[config.mk]
export PLATFORM = sky130hd
export DESIGN_NAME = rgpg_blend
export DESIGN_NICKNAME = d
export VERILOG_FILES = /design/src/sv/rgpg_pkg.sv /design/src/sv/rgpg_blend.sv
export SDC_FILE = /design/constraint.sdc
export NUM_CORES = 2
export LEC_CHECK = 0
export ABC_AREA = 1
export BUFFER_PORTS_ARGS = -buffer_cell sky130_fd_sc_hd__buf_2
export CORE_ASPECT_RATIO = 0.7
export CORE_MARGIN = 2
export CORE_UTILIZATION = 50
export DETAILED_ROUTE_END_ITERATION = 10
export PLACE_DENSITY = 0.65
export SLEW_MARGIN = 10
export SYNTH_ARGS = -nofsm -noshare
export SYNTH_HDL_FRONTEND = slang
export SYNTH_SLANG_ARGS = --single-unit
[constraint.sdc]
create_clock -name clk -period 7.4 [get_ports clk]
set_clock_uncertainty 0.15 [all_clocks]
set_input_delay 1.11 -clock clk [delete_from_list [all_inputs] [get_ports clk]]
set_output_delay 1.11 -clock clk [all_outputs]
set_load 0.01 [all_outputs]
[src/sv/rgpg_pkg.sv]
// shared constants, types and constant functions for the radial gradient generator
`default_nettype none

package rgpg_pkg;

  localparam int MaxSize   = 4096;
  localparam int SizeW     = 13;
  localparam int CoordW    = 12;
  localparam int ColorW    = 8;
  localparam int FalloffW  = 16;
  localparam int CfgIdxW   = 3;
  localparam int CfgDataW  = 16;
  localparam int NxW       = 15;
  localparam int SqW       = 27;
  localparam int SsW       = 25;
  localparam int QW        = 32;
  localparam int DW        = 16;
  localparam int PW        = 17;
  localparam int NlW       = 21;
  localparam int EW        = 24;
  localparam int MantW     = 31;
  localparam int AccW      = 33;
  localparam int FracW     = 16;
  localparam int DivSteps  = 32;
  localparam int SqrtSteps = 16;
  localparam int LogSteps  = 16;
  localparam int ExpSteps  = 16;

  localparam logic [PW-1:0] POne = 17'h10000;

  typedef enum logic [CfgIdxW-1:0] {
    REG_SIZE         = 3'd0,
    REG_CENTER_RED   = 3'd1,
    REG_CENTER_GREEN = 3'd2,
    REG_CENTER_BLUE  = 3'd3,
    REG_EDGE_RED     = 3'd4,
    REG_EDGE_GREEN   = 3'd5,
    REG_EDGE_BLUE    = 3'd6,
    REG_FALLOFF      = 3'd7
  } cfg_reg_t;

  typedef struct packed {
    logic          valid;
    logic          sat;
    logic          dzero;
    logic [DW-1:0] d;
  } dist_word_t;

  typedef struct packed {
    logic          valid;
    logic [PW-1:0] p;
  } pow_word_t;

  function automatic logic [63:0] isqrt_const(input logic [63:0] n);
    logic [63:0] r;
    logic [63:0] b;
    logic [63:0] v;
    r = 64'd0;
    b = 64'h4000_0000_0000_0000;
    v = n;
    for (int i = 0; i < 32; i++) begin
      if (v >= r + b) begin
        v = v - (r + b);
        r = (r >> 1) + b;
      end else begin
        r = r >> 1;
      end
      b = b >> 2;
    end
    return r;
  endfunction

  // 2^(-2^-i) with 32 fraction bits, built by repeated truncated square roots
  function automatic logic [31:0] exp_factor(input int i);
    logic [63:0] c;
    c = 64'h0000_0000_8000_0000;
    for (int j = 1; j <= 16; j++) begin
      if (j <= i) begin
        c = isqrt_const(c << 32);
      end
    end
    return c[31:0];
  endfunction

endpackage

`default_nettype wire

[src/sv/rgpg_blend.sv]
// color blend and alpha with output register
`default_nettype none

module rgpg_blend import rgpg_pkg::*; (
  input  wire logic              clk,
  input  wire logic              rst,
  input  wire pow_word_t         pw,
  input  wire logic [ColorW-1:0] center_red,
  input  wire logic [ColorW-1:0] center_green,
  input  wire logic [ColorW-1:0] center_blue,
  input  wire logic [ColorW-1:0] edge_red,
  input  wire logic [ColorW-1:0] edge_green,
  input  wire logic [ColorW-1:0] edge_blue,
  output logic                   done,
  output logic [ColorW-1:0]      out_red,
  output logic [ColorW-1:0]      out_green,
  output logic [ColorW-1:0]      out_blue,
  output logic [ColorW-1:0]      out_alpha
);

  logic [PW-1:0]          t;
  logic [PW+ColorW:0]     red_sum;
  logic [PW+ColorW:0]     green_sum;
  logic [PW+ColorW:0]     blue_sum;
  logic [PW+ColorW-1:0]   alpha_prod;

  always_comb begin
    t          = POne - pw.p;
    red_sum    = (PW+ColorW+1)'(edge_red) * (PW+ColorW+1)'(pw.p)
               + (PW+ColorW+1)'(center_red) * (PW+ColorW+1)'(t);
    green_sum  = (PW+ColorW+1)'(edge_green) * (PW+ColorW+1)'(pw.p)
               + (PW+ColorW+1)'(center_green) * (PW+ColorW+1)'(t);
    blue_sum   = (PW+ColorW+1)'(edge_blue) * (PW+ColorW+1)'(pw.p)
               + (PW+ColorW+1)'(center_blue) * (PW+ColorW+1)'(t);
    alpha_prod = t * 8'd255;
  end

  always_ff @(posedge clk) begin
    if (rst) begin
      done <= 1'b0;
    end else begin
      done <= pw.valid;
    end
    out_red   <= red_sum[23:16];
    out_green <= green_sum[23:16];
    out_blue  <= blue_sum[23:16];
    out_alpha <= alpha_prod[23:16];
  end

  a_word_out: assert property (@(posedge clk) disable iff (rst) pw.valid |=> done)
    else $error("word lost at output stage");
  a_no_extra: assert property (@(posedge clk) disable iff (rst) !pw.valid |=> !done)
    else $error("word invented at output stage");
  a_edge_color: assert property (@(posedge clk) disable iff (rst)
    pw.valid && pw.p == POne |=> out_alpha == '0 && out_red == $past(edge_red))
    else $error("full falloff not edge color");
  a_center: assert property (@(posedge clk) disable iff (rst)
    pw.valid && pw.p == '0 |=> out_alpha == 8'hFF && out_red == $past(center_red))
    else $error("zero falloff not center color");

endmodule

`default_nettype wire
==> impl_metrics.ini <==
[sta]
fin_tns_setup_ps = 0
final-hold-violation-count = 0
finalSetupViolations = 0
max-slew-margin-rel_pct = 48.0
period_minus_slack_ps = 7020
setup_repair_after_global_routing_missed_its_margin = false
tightest_slew_ps = 771
finalHoldWorstSlack_ps = 770
timing.final.crit_share_pct = 94.9
max_freq_ghz = 0.142
final_max_slew_viol_count = 0

[synthesis]
dominantRegCellSynth = sky130_fd_sc_hd__dfxtp_1
net_count_of_the_mapped_netlist = 4899
yosysTopAreaCellShare_pct = 48.8
synthXorXnorAreaFrac_pct = 0.764
seq_cells_post_synth = 33
synthTopCellsByArea = sky130_fd_sc_hd__fa_1 (49%), sky130_fd_sc_hd__inv_1 (14%), sky130_fd_sc_hd__nand2_1 (12%)
synth_area_um2 = 29800
synth_mux_area_share_pct = 0
synthDominantAreaCellType = sky130_fd_sc_hd__fa_1
synth_adder_area_share_pct = 58.8
synth_area_per_cell_um2 = 7.71
synth-compound-area-share_pct = 3.00
synthMostInstantiatedCell = sky130_fd_sc_hd__inv_1
synth_edf_count = 0
yosysSeqAreaShare_pct = 2.22
yosys.cell_types.count = 42
synth-async-reset-ratio_pct = 0
yosys_warnings = 0
synth.top_cells.by_count = sky130_fd_sc_hd__inv_1 (1128), sky130_fd_sc_hd__nand2_1 (950), sky130_fd_sc_hd__fa_1 (727)
synth_simple_gate_area_share_pct = 18.8
main_combinational_cell_family_by_area_after_synthesis = adder cells
netlist_instances = 3866

[clocking]
post_cts.resized_instances = 0
clk_pin_slew_worst_paths_ps = 60
ctsLongestPathBuffers = 2
post-cts-setup-buffers = 0
ctsHtreeMaxLevel = 2
clock_sink_total = 33
cts-root-buf = sky130_fd_sc_hd__clkbuf_16
cts_tree = yes
tritoncts.num_buffers = 5
cts_hold_buffers = 0

[setup_path]
critical-path-top-delay-family = adder cells
critPathMostFrequentCell = sky130_fd_sc_hd__fa_1
slowest_delay_ps = 580
critPathKind = input pin to flop
cp-end-kind = flop
cp-endpoint = out_green[5]$_DFF_P_
critical_path.slowest_cell = sky130_fd_sc_hd__fa_1
arrival_ps = 7100
worst-path-buf-inv = 7
worst-path-stages = 27
critPathMaxFanout = 15
cp-startpoint = pw[0]
critPathRequiredTime_ps = 7480
setup.worst_path.start_class = input pin

[route]
vias = 23900
detail_route.drc_violations = 0
drtAntennaViolNets = 0
vias_per_cell = 5.08
route.final.wire_length_mm = 80.7
average_wire_per_standard_cell_um = 17.2
drt-initial-drc-count = 1888
detailedRoute.firstPassIterationCount = 5

[global_route]
grt_start_max_net_pins = 51
grt_antenna_before_repair = 1
grt_pass1_wl_mm = 134
total_congestion_overflow_after_global_routing = 0
track_usage_pct = 28.0
grt_pass1_vias = 24900

[finish]
area_growth_syn_to_layout_pct = 5.58
summed_area_of_non_filler_cells_in_the_final_layout_um2 = 31500
final_layout_size_suffix_gt1_share_pct = 5.67
sequential_cell_area_um2 = 661
area_used_by_multi_input_combinational_logic_um2 = 24300
num_antenna_cells = 0
num-fill-cells = 5790
layout.cells.non_filler = 4699
final_nets = 4933

[placed_design]
detailed_placement_hpwl_mm = 68.6
placement.io_buffers = 100
post-place-cells = 4691
placement.cell_area_um2 = 31300
gp_congestion = 0.934

[floorplan]
dieArea_um2 = 61600
start_util_pct = 50.9
chip_height_um = 208
io_pins = 101
num_rows = 74
chipWidth_um = 296
core_um2 = 58600

[run_status]
status = finished clean

[min_path]
holdCritPathClass = input pin to flop

[job]
max-cap-violations = 0
per-stage QoR:
step,utilization (%),setup WS (ps)
3_5_place_dp,53.5,23.3
5_1_grt,53.7,47.9
2_1_floorplan,-,557
4_1_cts,53.7,347
3_3_place_gp,53.5,12.9
6_report,53.7,378
worst min-delay path by stage:
stage,start,end,slack [ps],depth (start not counted)
floorplan,rst,done$_SDFF_PP0_,1030,1
global placement,rst,done$_SDFF_PP0_,1120,2
detailed placement,rst,done$_SDFF_PP0_,1120,2
CTS,rst,done$_SDFF_PP0_,750,2
global route,rst,done$_SDFF_PP0_,780,2
finish,rst,done$_SDFF_PP0_,770,2
area by class of cell:
class	count	share of cell area (%)
multi-input cells	2546	77.1
well taps	798	3.17
clock buffers	8	0.433
repair buffers	181	3.68
flip-flops and latches	33	2.10
inverters	1133	13.5
metal layers:
metal | GRT usage, % | vias up | share of wire, %
li1 | - | 11000 | -
met1 | 40.4 | 11800 | 44
met2 | 42.3 | 974 | 43
met3 | 7.03 | 96 | 11
met4 | 6.51 | 2 | 2.2
met5 | 0 | - | 0.019
placed cells by master (no fill, tap or decap), drive strengths merged, types with 2 or more instances in the layout:
cell type	count
inv	1130
nand2	960
fa	727
nor2	273
ha	238
buf	181
nand3	105
a21oi	71
o21ai	52
dfxtp	33
nor3	24
nand4	22
xor2	19
a21o	13
clkbuf	8
xnor2	7
o21bai	6
nor4	5
a21boi	5
a31oi	5
or2	3
nand3b	3
clkinv	3
o31ai	2
o21a	2
a211oi	2
flip-flops by register name (all words and copies together), names as in the netlist:
register	cells
out_alpha	8
done	1
out_red	8
out_blue	8
out_green	8
cell families after synthesis:
| group | Yosys count |
|---|---|
| AND/OR/NAND/NOR | 1396 |
| buffers and inverters | 1287 |
| adder cells (fa/ha/maj) | 965 |
| AO/OA/AOI/OAI | 159 |
| flip-flops | 33 |
| XOR/XNOR | 26 |
Power is left out: the tool's default activity adds up to more than one toggle a clock period on the data nets, which glitch-free logic cannot reach.
